`src/rtl/core/clx_pkg.sv`:
```
// ----------------------------------------------------------------------------
// clx_pkg: shared types and constants for the C subset lexer
// Token kinds, result record, position width and keyword patterns.
// ----------------------------------------------------------------------------
package clx_pkg;

    localparam int POS_BITS = 16;    // 8..32, position counter wraps at 2^POS_BITS
    localparam int FIFO_DEPTH = 4;   // result queue, room for two pushes per step
    localparam int FIFO_AW = $clog2(FIFO_DEPTH);

    localparam logic [2:0] K_NUM     = 3'd0;
    localparam logic [2:0] K_IDENT   = 3'd1;
    localparam logic [2:0] K_KEYWORD = 3'd2;
    localparam logic [2:0] K_PUNCT   = 3'd3;
    localparam logic [2:0] K_END     = 3'd4;
    localparam logic [2:0] K_ERROR   = 3'd5;

    // first six bytes of an identifier, first byte lowest
    localparam logic [47:0] KW_RETURN = 48'h6E_72_75_74_65_72;
    localparam logic [47:0] KW_IF     = 48'h00_00_00_00_66_69;
    localparam logic [47:0] KW_ELSE   = 48'h00_00_65_73_6C_65;

    typedef struct packed {
        logic [2:0]  kind;
        logic [15:0] start_pos;
        logic [15:0] tok_len;
        logic [63:0] num_value;
        logic        last;
    } t_tok;

    // requests pushed into the result queue by one step
    typedef struct packed {
        logic v0;   // first result present
        logic v1;   // second result present (only with v0)
    } t_push;

    function automatic logic [15:0] pos16(input logic [POS_BITS-1:0] p);
        return 16'(p);
    endfunction

endpackage

```
`src/rtl/core/clx_byte_if.sv`:
```
// ----------------------------------------------------------------------------
// clx_byte_if: source byte channel
// Valid/ready channel carrying one text byte per request.
// ----------------------------------------------------------------------------
interface clx_byte_if;
    logic       valid;
    logic       ready;
    logic [7:0] ch;

    modport source (output valid, output ch, input ready);
    modport sink   (input valid, input ch, output ready);
endinterface

```
`src/rtl/core/clx_tok_if.sv`:
```
// ----------------------------------------------------------------------------
// clx_tok_if: token channel
// Valid/ready channel carrying one token record per request.
// ----------------------------------------------------------------------------
interface clx_tok_if;
    logic        valid;
    logic        ready;
    logic [2:0]  kind;
    logic [15:0] start_pos;
    logic [15:0] tok_len;
    logic [63:0] num_value;
    logic        last;

    modport source (output valid, output kind, output start_pos, output tok_len,
                    output num_value, output last, input ready);
    modport sink   (input valid, input kind, input start_pos, input tok_len,
                    input num_value, input last, output ready);
endinterface

```
`src/rtl/core/clx_step.sv`:
```
// ----------------------------------------------------------------------------
// clx_step: input register and lexer step
// Holds one byte, classifies it against the running token state and
// produces up to two token records per byte.
// ----------------------------------------------------------------------------
module clx_step (
    input  logic          i_clk,
    input  logic          i_rst_n,
    input  logic          i_valid,
    input  logic [7:0]    i_ch,
    output logic          o_ready,
    input  logic          i_space2,
    output clx_pkg::t_push o_push,
    output clx_pkg::t_tok  o_res0,
    output clx_pkg::t_tok  o_res1
);
    import clx_pkg::*;

    typedef enum logic [4:0] {
        M_IDLE  = 5'b00001,
        M_NUM   = 5'b00010,
        M_IDENT = 5'b00100,
        M_PEND  = 5'b01000,
        M_ERR   = 5'b10000
    } t_mode;

    localparam logic [7:0] CH_NUL = 8'd0;
    localparam logic [7:0] CH_EQ  = 8'd61;

    logic                r_v;
    logic [7:0]          r_ch;
    t_mode               r_mode, n_mode;
    logic [POS_BITS-1:0] r_pos, n_pos;
    logic [POS_BITS-1:0] r_start, n_start;
    logic [63:0]         r_acc, n_acc;
    logic [47:0]         r_prefix, n_prefix;
    logic [15:0]         r_len, n_len;

    logic        consume;
    logic        is_space, is_digit, is_alpha, is_punct, is_pair;
    logic [3:0]  digit;
    logic [67:0] acc_x10;
    logic [15:0] len_inc;
    logic        is_kw;
    logic        other;
    logic        fv, bv;
    t_tok        f, b;

    assign consume = r_v && i_space2;
    assign o_ready = !r_v || i_space2;

    always_ff @(posedge i_clk) begin
        if (!i_rst_n) begin
            r_v      <= 1'b0;
            r_mode   <= M_IDLE;
            r_pos    <= '0;
            r_start  <= '0;
            r_acc    <= '0;
            r_prefix <= '0;
            r_len    <= '0;
        end else begin
            if (i_valid && o_ready) begin
                r_v <= 1'b1;
            end else if (consume) begin
                r_v <= 1'b0;
            end
            if (consume) begin
                r_mode   <= n_mode;
                r_pos    <= n_pos;
                r_start  <= n_start;
                r_acc    <= n_acc;
                r_prefix <= n_prefix;
                r_len    <= n_len;
            end
        end
    end

    always_ff @(posedge i_clk) begin
        if (i_valid && o_ready) begin
            r_ch <= i_ch;
        end
    end

    // byte classes
    always_comb begin
        is_space = (r_ch == 8'd32) || (r_ch >= 8'd9 && r_ch <= 8'd13);
        is_digit = (r_ch >= 8'd48 && r_ch <= 8'd57);
        is_alpha = (r_ch >= 8'd97 && r_ch <= 8'd122) || (r_ch >= 8'd65 && r_ch <= 8'd90)
                   || (r_ch == 8'd95);
        is_punct = (r_ch >= 8'd33 && r_ch <= 8'd47) || (r_ch >= 8'd58 && r_ch <= 8'd64)
                   || (r_ch >= 8'd91 && r_ch <= 8'd96) || (r_ch >= 8'd123 && r_ch <= 8'd126);
        is_pair  = (r_ch == CH_EQ) || (r_ch == 8'd33) || (r_ch == 8'd60) || (r_ch == 8'd62);
        digit    = 4'(r_ch - 8'd48);
        // acc * 10 + d; any carry into the top bits means saturation
        acc_x10  = ({4'b0, r_acc} << 3) + ({4'b0, r_acc} << 1) + 68'(digit);
        len_inc  = (r_len != 16'hFFFF) ? r_len + 16'd1 : r_len;
        is_kw    = (r_len == 16'd6 && r_prefix == KW_RETURN)
                || (r_len == 16'd2 && r_prefix == KW_IF)
                || (r_len == 16'd4 && r_prefix == KW_ELSE);
    end

    always_comb begin
        n_mode   = r_mode;
        n_pos    = r_pos + 1'b1;
        n_start  = r_start;
        n_acc    = r_acc;
        n_prefix = r_prefix;
        n_len    = r_len;
        other    = 1'b0;
        fv       = 1'b0;
        bv       = 1'b0;
        f        = '0;
        b        = '0;

        case (r_mode)
            M_ERR: begin
                if (r_ch == CH_NUL) begin
                    bv          = 1'b1;
                    b.kind      = K_END;
                    b.start_pos = pos16(r_pos);
                end
            end
            M_NUM: begin
                if (is_digit) begin
                    n_acc = (|acc_x10[67:64]) ? {64{1'b1}} : acc_x10[63:0];
                    n_len = len_inc;
                end else begin
                    other = 1'b1;
                end
            end
            M_IDENT: begin
                if (is_alpha || is_digit) begin
                    if (r_len < 16'd6) begin
                        n_prefix = r_prefix | (48'(r_ch) << {r_len[2:0], 3'b000});
                    end
                    n_len = len_inc;
                end else begin
                    other = 1'b1;
                end
            end
            M_PEND: begin
                if (r_ch == CH_EQ) begin
                    fv          = 1'b1;
                    f.kind      = K_PUNCT;
                    f.start_pos = pos16(r_start);
                    f.tok_len   = 16'd2;
                    n_mode      = M_IDLE;
                    n_start     = '0;
                    n_acc       = '0;
                    n_prefix    = '0;
                    n_len       = '0;
                end else begin
                    other = 1'b1;
                end
            end
            default: begin
                other = 1'b1;
            end
        endcase

        if (other) begin
            // flush the open token
            case (r_mode)
                M_NUM: begin
                    fv          = 1'b1;
                    f.kind      = K_NUM;
                    f.start_pos = pos16(r_start);
                    f.tok_len   = r_len;
                    f.num_value = r_acc;
                end
                M_IDENT: begin
                    fv          = 1'b1;
                    f.kind      = is_kw ? K_KEYWORD : K_IDENT;
                    f.start_pos = pos16(r_start);
                    f.tok_len   = r_len;
                end
                M_PEND: begin
                    fv          = 1'b1;
                    f.kind      = K_PUNCT;
                    f.start_pos = pos16(r_start);
                    f.tok_len   = 16'd1;
                end
                default: begin
                end
            endcase
            n_mode   = M_IDLE;
            n_start  = '0;
            n_acc    = '0;
            n_prefix = '0;
            n_len    = '0;

            // open the next token with this byte
            if (r_ch == CH_NUL) begin
                bv          = 1'b1;
                b.kind      = K_END;
                b.start_pos = pos16(r_pos);
            end else if (is_space) begin
                n_mode = M_IDLE;
            end else if (is_digit) begin
                n_mode  = M_NUM;
                n_start = r_pos;
                n_acc   = 64'(digit);
                n_len   = 16'd1;
            end else if (is_alpha) begin
                n_mode   = M_IDENT;
                n_start  = r_pos;
                n_prefix = 48'(r_ch);
                n_len    = 16'd1;
            end else if (is_pair) begin
                n_mode  = M_PEND;
                n_start = r_pos;
            end else if (is_punct) begin
                bv          = 1'b1;
                b.kind      = K_PUNCT;
                b.start_pos = pos16(r_pos);
                b.tok_len   = 16'd1;
            end else begin
                bv          = 1'b1;
                b.kind      = K_ERROR;
                b.start_pos = pos16(r_pos);
                b.tok_len   = 16'd1;
                n_mode      = M_ERR;
            end
        end

        // end of text starts a fresh one
        if (r_ch == CH_NUL) begin
            n_mode   = M_IDLE;
            n_pos    = '0;
            n_start  = '0;
            n_acc    = '0;
            n_prefix = '0;
            n_len    = '0;
        end
    end

    always_comb begin
        o_push.v0 = consume && (fv || bv);
        o_push.v1 = consume && fv && bv;
        o_res0      = fv ? f : b;
        o_res0.last = !(fv && bv);
        o_res1      = b;
        o_res1.last = 1'b1;
    end

endmodule

```
`src/rtl/core/clx_out_fifo.sv`:
```
// ----------------------------------------------------------------------------
// clx_out_fifo: token result queue
// Small register queue taking up to two records per cycle, giving one.
// ----------------------------------------------------------------------------
module clx_out_fifo (
    input  logic           i_clk,
    input  logic           i_rst_n,
    input  clx_pkg::t_push i_push,
    input  clx_pkg::t_tok  i_res0,
    input  clx_pkg::t_tok  i_res1,
    output logic           o_space2,
    output logic           o_valid,
    input  logic           i_ready,
    output clx_pkg::t_tok  o_res
);
    import clx_pkg::*;

    t_tok               r_mem [FIFO_DEPTH];
    logic [FIFO_AW-1:0] r_wp, n_wp;
    logic [FIFO_AW-1:0] r_rp;
    logic [FIFO_AW:0]   r_cnt, n_cnt;
    logic [FIFO_AW-1:0] wp1;
    logic               pop;

    assign wp1      = r_wp + 1'b1;
    assign pop      = o_valid && i_ready;
    assign o_valid  = (r_cnt != '0);
    assign o_space2 = (r_cnt <= (FIFO_AW+1)'(FIFO_DEPTH - 2));
    assign o_res    = r_mem[r_rp];

    always_comb begin
        n_wp  = r_wp;
        n_cnt = r_cnt;
        if (i_push.v0) begin
            n_wp  = n_wp + 1'b1;
            n_cnt = n_cnt + 1'b1;
        end
        if (i_push.v1) begin
            n_wp  = n_wp + 1'b1;
            n_cnt = n_cnt + 1'b1;
        end
        if (pop) begin
            n_cnt = n_cnt - 1'b1;
        end
    end

    always_ff @(posedge i_clk) begin
        if (!i_rst_n) begin
            r_wp  <= '0;
            r_rp  <= '0;
            r_cnt <= '0;
        end else begin
            r_wp  <= n_wp;
            r_cnt <= n_cnt;
            if (pop) begin
                r_rp <= r_rp + 1'b1;
            end
        end
    end

    always_ff @(posedge i_clk) begin
        if (i_push.v0) begin
            r_mem[r_wp] <= i_res0;
        end
        if (i_push.v1) begin
            r_mem[wp1] <= i_res1;
        end
    end

endmodule

```
`src/rtl/core/c_subset_lexer_unit.sv`:
```
// ----------------------------------------------------------------------------
// c_subset_lexer_unit: streaming lexer for a small C subset
// Turns a byte stream into number, identifier, keyword, punctuator, end
// and error tokens.
// ----------------------------------------------------------------------------
//  channel  | dir | payload                                   | role
//  ---------+-----+-------------------------------------------+------------------
//  i_byte   | in  | ch[7:0]                                   | one text byte
//  o_tok    | out | kind, start_pos, tok_len, num_value, last | one token record
//
//  A byte request is taken into the input register, the lexer step works on
//  it once the queue has room for two records and writes 0..2 token records
//  into a 4-entry queue. Throughput is one byte per cycle while the queue
//  keeps room for two records; a run of bytes giving two tokens each is
//  bounded by the one-record-per-cycle output port. Synchronous active-low
//  reset empties the queue and returns the lexer to idle at position 0.
//  Back-pressure on o_tok fills the queue, then holds i_byte.ready low.
// ----------------------------------------------------------------------------
module c_subset_lexer_unit (
    input  logic       i_clk,
    input  logic       i_rst_n,
    clx_byte_if.sink   i_byte,
    clx_tok_if.source  o_tok
);
    import clx_pkg::*;

    t_push push;     // records produced by this step
    t_tok  res0;     // flushed token, or the byte's own token
    t_tok  res1;     // byte's own token after a flush
    t_tok  head;     // record at the queue head
    logic  space2;   // queue can take a full step's output

    // classification, running token state and the saturating x10 accumulator
    clx_step u_step (
        .i_clk   (i_clk),
        .i_rst_n (i_rst_n),
        .i_valid (i_byte.valid),
        .i_ch    (i_byte.ch),
        .o_ready (i_byte.ready),
        .i_space2(space2),
        .o_push  (push),
        .o_res0  (res0),
        .o_res1  (res1)
    );

    // result queue decouples token bursts from the consumer
    clx_out_fifo u_fifo (
        .i_clk   (i_clk),
        .i_rst_n (i_rst_n),
        .i_push  (push),
        .i_res0  (res0),
        .i_res1  (res1),
        .o_space2(space2),
        .o_valid (o_tok.valid),
        .i_ready (o_tok.ready),
        .o_res   (head)
    );

    assign o_tok.kind      = head.kind;
    assign o_tok.start_pos = head.start_pos;
    assign o_tok.tok_len   = head.tok_len;
    assign o_tok.num_value = head.num_value;
    assign o_tok.last      = head.last;

endmodule

```
`src/flat_wrapper.sv`:
```
// flat-port wrapper written by rule: the top's interface ports become plain ports
module c_subset_lexer_unit_flat import clx_pkg::*;
  (i_clk, i_rst_n, i_byte_valid, i_byte_ch, i_byte_ready, o_tok_valid, o_tok_kind, o_tok_start_pos, o_tok_tok_len, o_tok_num_value, o_tok_last, o_tok_ready);
  clx_byte_if i_byte_i ();
  clx_tok_if o_tok_i ();
  input  logic i_clk;
  input  logic i_rst_n;
  input wire logic [$bits(i_byte_i.valid)-1:0] i_byte_valid;
  input wire logic [$bits(i_byte_i.ch)-1:0] i_byte_ch;
  output wire logic [$bits(i_byte_i.ready)-1:0] i_byte_ready;
  output wire logic [$bits(o_tok_i.valid)-1:0] o_tok_valid;
  output wire logic [$bits(o_tok_i.kind)-1:0] o_tok_kind;
  output wire logic [$bits(o_tok_i.start_pos)-1:0] o_tok_start_pos;
  output wire logic [$bits(o_tok_i.tok_len)-1:0] o_tok_tok_len;
  output wire logic [$bits(o_tok_i.num_value)-1:0] o_tok_num_value;
  output wire logic [$bits(o_tok_i.last)-1:0] o_tok_last;
  input wire logic [$bits(o_tok_i.ready)-1:0] o_tok_ready;
  assign i_byte_i.valid = i_byte_valid;
  assign i_byte_i.ch = i_byte_ch;
  assign i_byte_ready = i_byte_i.ready;
  assign o_tok_valid = o_tok_i.valid;
  assign o_tok_kind = o_tok_i.kind;
  assign o_tok_start_pos = o_tok_i.start_pos;
  assign o_tok_tok_len = o_tok_i.tok_len;
  assign o_tok_num_value = o_tok_i.num_value;
  assign o_tok_last = o_tok_i.last;
  assign o_tok_i.ready = o_tok_ready;
  c_subset_lexer_unit u_core (.i_clk(i_clk), .i_rst_n(i_rst_n), .i_byte(i_byte_i), .o_tok(o_tok_i));
endmodule
```
`config.mk`:
```
export PLATFORM = sky130hd
export DESIGN_NAME = c_subset_lexer_unit_flat
export DESIGN_NICKNAME = d
export VERILOG_FILES = /design/src/rtl/core/clx_pkg.sv /design/src/rtl/core/clx_byte_if.sv /design/src/rtl/core/clx_tok_if.sv /design/src/rtl/core/clx_step.sv /design/src/rtl/core/clx_out_fifo.sv /design/src/rtl/core/c_subset_lexer_unit.sv /design/src/flat_wrapper.sv
export SDC_FILE = /design/constraint.sdc
export NUM_CORES = 1
export LEC_CHECK = 0
export ABC_AREA = 1
export BUFFER_PORTS_ARGS = -buffer_cell sky130_fd_sc_hd__buf_2
export CORE_ASPECT_RATIO = 1.4
export CORE_MARGIN = 4
export CORE_UTILIZATION = 25
export CTS_CLUSTER_SIZE = 16
export DETAILED_ROUTE_END_ITERATION = 7
export SYNTH_ARGS = -nofsm -noshare
export SYNTH_HDL_FRONTEND = slang
export SYNTH_HIERARCHICAL = 1
export SYNTH_SLANG_ARGS = --single-unit
```
`constraint.sdc`:
```
create_clock -name i_clk -period 10.1 [get_ports i_clk]
set_input_delay 2.02 -clock i_clk [delete_from_list [all_inputs] [get_ports i_clk]]
set_output_delay 2.02 -clock i_clk [all_outputs]
set_load 0.005 [all_outputs]
```
==> impl_results.md <==
- Outcome: finished clean
- Pin count of the biggest net entering global routing: 153
- # IOs: 114
- Final slew viol count: 0
- Max Freq: 156 MHz
- DRT iter0 DRCs: 1,888
- # rows: 164
- Full die area: 0.150 mm2
- Synth Warn #: 6
- Hold crit path type: reg2reg
- Initial core utilization: 25.1%
- Clock root cell: clkbuf_16
- Crit Path Class: reg2reg
- Reg power frac: 43.4%
- CP Max Fanout: 94
- Slew HR: 24.1%
- Vias per cell: 4.66
- Routed WL: 108,000 um
- CTS tree: built
- WP data required: 10,340 ps
- Clk pwr share: 33.1%
- Final Critical Period: 6390 ps
- Pint: 4300 uW
- Vias in the first global route: 29.6k
- RR Startpoint: u_core/u_step/r_ch[0]$_DFFE_PP_
- #FFs+latches synth: 583
- Die height: 456 um
- Commonest non-fill, non-tap cells in the layout: nand2_1, inv_1, nor2_1
- CTS Buffer Depth: 3
- Slew @ Worst Pin: 1140 ps
- DP Wirelength: 76,600 um
- Peak VDD IR: 0.000129 V
- Post-CTS Setup Bufs: 0
- Net Switching: 2100 uW
- Mean Syn Cell Area: 7.81 um2
- Synth cell types: 61
- Via count: 30.3k
- Post-CTS sizing: 0
- Crit path capture type: flip-flop
- Num CTS Buffers: 51
- Switching Fraction: 32.8%
- Number of I/O port buffers: 113
- CTS hold repair buffers: 0
- Initial antenna violation count: 7
- Post-synth EDFFs: 408
- Max cap viols: 0
- Clock skew: 19.4 ps
- Crit start category: flip-flop
- Mapped cell area: 0.0358 mm2
- Mapped Cells: 4,586
- Unrepaired setup endpoints after global routing: no
- Core Area: 0.143 mm2
- Pwr Density: 164 mW/mm2
- DR pass1 iterations: 8
- First-pass GRT wire length: 167,000 um
- Hold path start: u_core/u_step/r_prefix[47]$_SDFFE_PN0P_
- Post-route DRC: 0
- Fraction of registers with async set/reset: 0%
- NumNets Final: 4,698
- Gpl congestion: 0.931
- Avg WL per Cell: 16.6 um
- Leak: 0.0158 uW
- DIE WIDTH: 328 um
- Setup violations, final: 0
- Comb power frac: 23.5%
- Placed cell areas: 0.0373 mm2
- Clock sinks: 583
- Final hold viol count: 0
- Share of cells above drive strength 1: 7.98%
- Fin area: 0.0391 mm2
- Ys flop type: edfxtp_1
- Fin Setup TNS: 0 ps
- Gr ovfl total: 0
- Layout area overhead: 9.01%
- Sequential element share of the synthesized area: 44.0%
- H-Tree Depth: 2
- Part of the cycle the worst path needs: 63.3%
- Routed Antenna Nets: 0
- Crit. Startpoint: u_core/u_step/r_ch[0]$_DFFE_PP_
- Worst-path clk slew: 70 ps
- Global Route Usage Sum: 14.0%
- CP arrival: 6640 ps
- Commonest non-fill, non-tap cell in the layout: nand2_1
- Worst-Skew Late Latency: 630 ps
==> through the flow <==
step	setup WS, ps	power [uW]	hold slack [ps]	std cells	utilization (%)
2_1_floorplan	5070	3740	429	4664	-
3_3_place_gp	3830	4350	438	6400	26.1
3_5_place_dp	3700	4360	446	6400	26.1
4_1_cts	3680	6500	455	6495	27.4
5_1_grt	3120	6720	479	6496	27.4
6_report	3710	6390	452	6497	27.4
==> flip-flops by register name, summed over array words and instances (netlist names), named ones only <==
| register | count |
|---|---|
| u_core/u_fifo/r_cnt | 3 |
| u_core/u_fifo/r_mem | 400 |
| u_core/u_fifo/r_rp | 2 |
| u_core/u_fifo/r_wp | 2 |
| u_core/u_step/r_acc | 64 |
| u_core/u_step/r_ch | 8 |
| u_core/u_step/r_len | 16 |
| u_core/u_step/r_mode | 5 |
| u_core/u_step/r_pos | 16 |
| u_core/u_step/r_prefix | 48 |
| u_core/u_step/r_start | 16 |
| u_core/u_step/r_v | 1 |
==> critical path, stage by stage, from the launching register on <==
cell,delay (ps)
edfxtp_1,520
inv_2,140
nand2_1,90
nor2_2,200
nand2_1,110
o211ai_2,80
nand2_2,130
nor2_4,120
nand2_2,90
nand2_2,120
nor2_8,70
inv_1,130
nand2_1,450
inv_1,500
nand2_1,210
nor2_2,740
nand2_4,720
nand2_4,770
buf_4,710
==> synthesized netlist by cell type (3+ instances only) <==
cell,n,area [um2]
nor2_2,3,18.8
o21ai_0,391,1960
nor2_1,437,1640
o22ai_1,102,638
nand4_1,31,194
buf_1,6,22.5
inv_2,12,45.0
o21ai_1,230,1150
nor3_1,82,410
clkbuf_2,8,40.0
o21ai_2,87,762
o21bai_1,13,97.6
nand3b_1,4,30.0
clkbuf_4,3,22.5
buf_2,39,195
nand2_2,5,31.3
ha_1,140,1750
nand2_1,1098,4120
clkbuf_1,81,304
xnor2_1,7,61.3
buf_4,109,818
nand2_4,5,56.3
nor4_1,22,138
buf_6,63,709
edfxtp_1,408,12300
a211oi_1,8,60.1
inv_1,518,1940
nand3_1,188,941
a21oi_1,206,1030
xor2_1,40,350
a31oi_1,19,119
nor3b_1,4,30.0
dfxtp_1,175,3500
o211ai_1,6,45.0
==> cell families (layout without fill, tap and decap cells) <==
family                   after synthesis  count (layout)  synth area share (%)
XOR/XNOR                              47              47                  1.15
AO/OA/AOI/OAI                       1076            1076                  16.7
AND/OR/NAND/NOR                     1892            1892                  21.6
other                                  2              82                0.0210
adder cells (fa/ha/maj)              142             142                  5.00
buffers and inverters                843             765                  11.5
multiplexers                           1               1                0.0279
flip-flops                           583             583                  44.0
==> layer usage <==
layer	global-route usage [%]	routed length [um]	vias up	part of all wire [%]
li1	-	-	15067	-
met2	25.1	53800	753	50
met4	5.85	4340	4	4.0
met3	1.96	5310	211	4.9
met5	0	21	-	0.019
met1	16.5	44600	14238	41
==> power by group through the flow <==
stage / Combinational (uW) / Clock [uW] / Sequential, uW
after floorplan: 943 / 0 / 2800
after global placement: 1520 / 0 / 2820
after detailed placement: 1540 / 0 / 2830
after CTS: 1540 / 2180 / 2770
after global routing: 1680 / 2250 / 2790
final: 1500 / 2120 / 2780
==> final timing paths <==
kind	endpoint	slack, ps	depth (start not counted)
setup reg to reg	u_core/u_fifo/r_mem[2][17]$_DFFE_PP_	3710	18
hold / removal	u_core/u_step/r_prefix[47]$_SDFFE_PN0P_	450	2
hold reg to reg	u_core/u_step/r_prefix[47]$_SDFFE_PN0P_	450	2
setup / recovery	u_core/u_fifo/r_mem[2][17]$_DFFE_PP_	3710	18
==> cell type report <==
| class | instances | area (um2) |
|---|---|---|
| fill | 15365 | 104000 |
| sequential | 583 | 15800 |
| timing repair buffer | 136 | 776 |
| multi-input combinational | 3238 | 16300 |
| tap | 1909 | 2390 |
| antenna | 2 | 5.00 |
| clock buffer | 64 | 1450 |
| inverter | 534 | 2010 |
| clock inverter | 31 | 335 |
(Power assumes the default switching activity.)
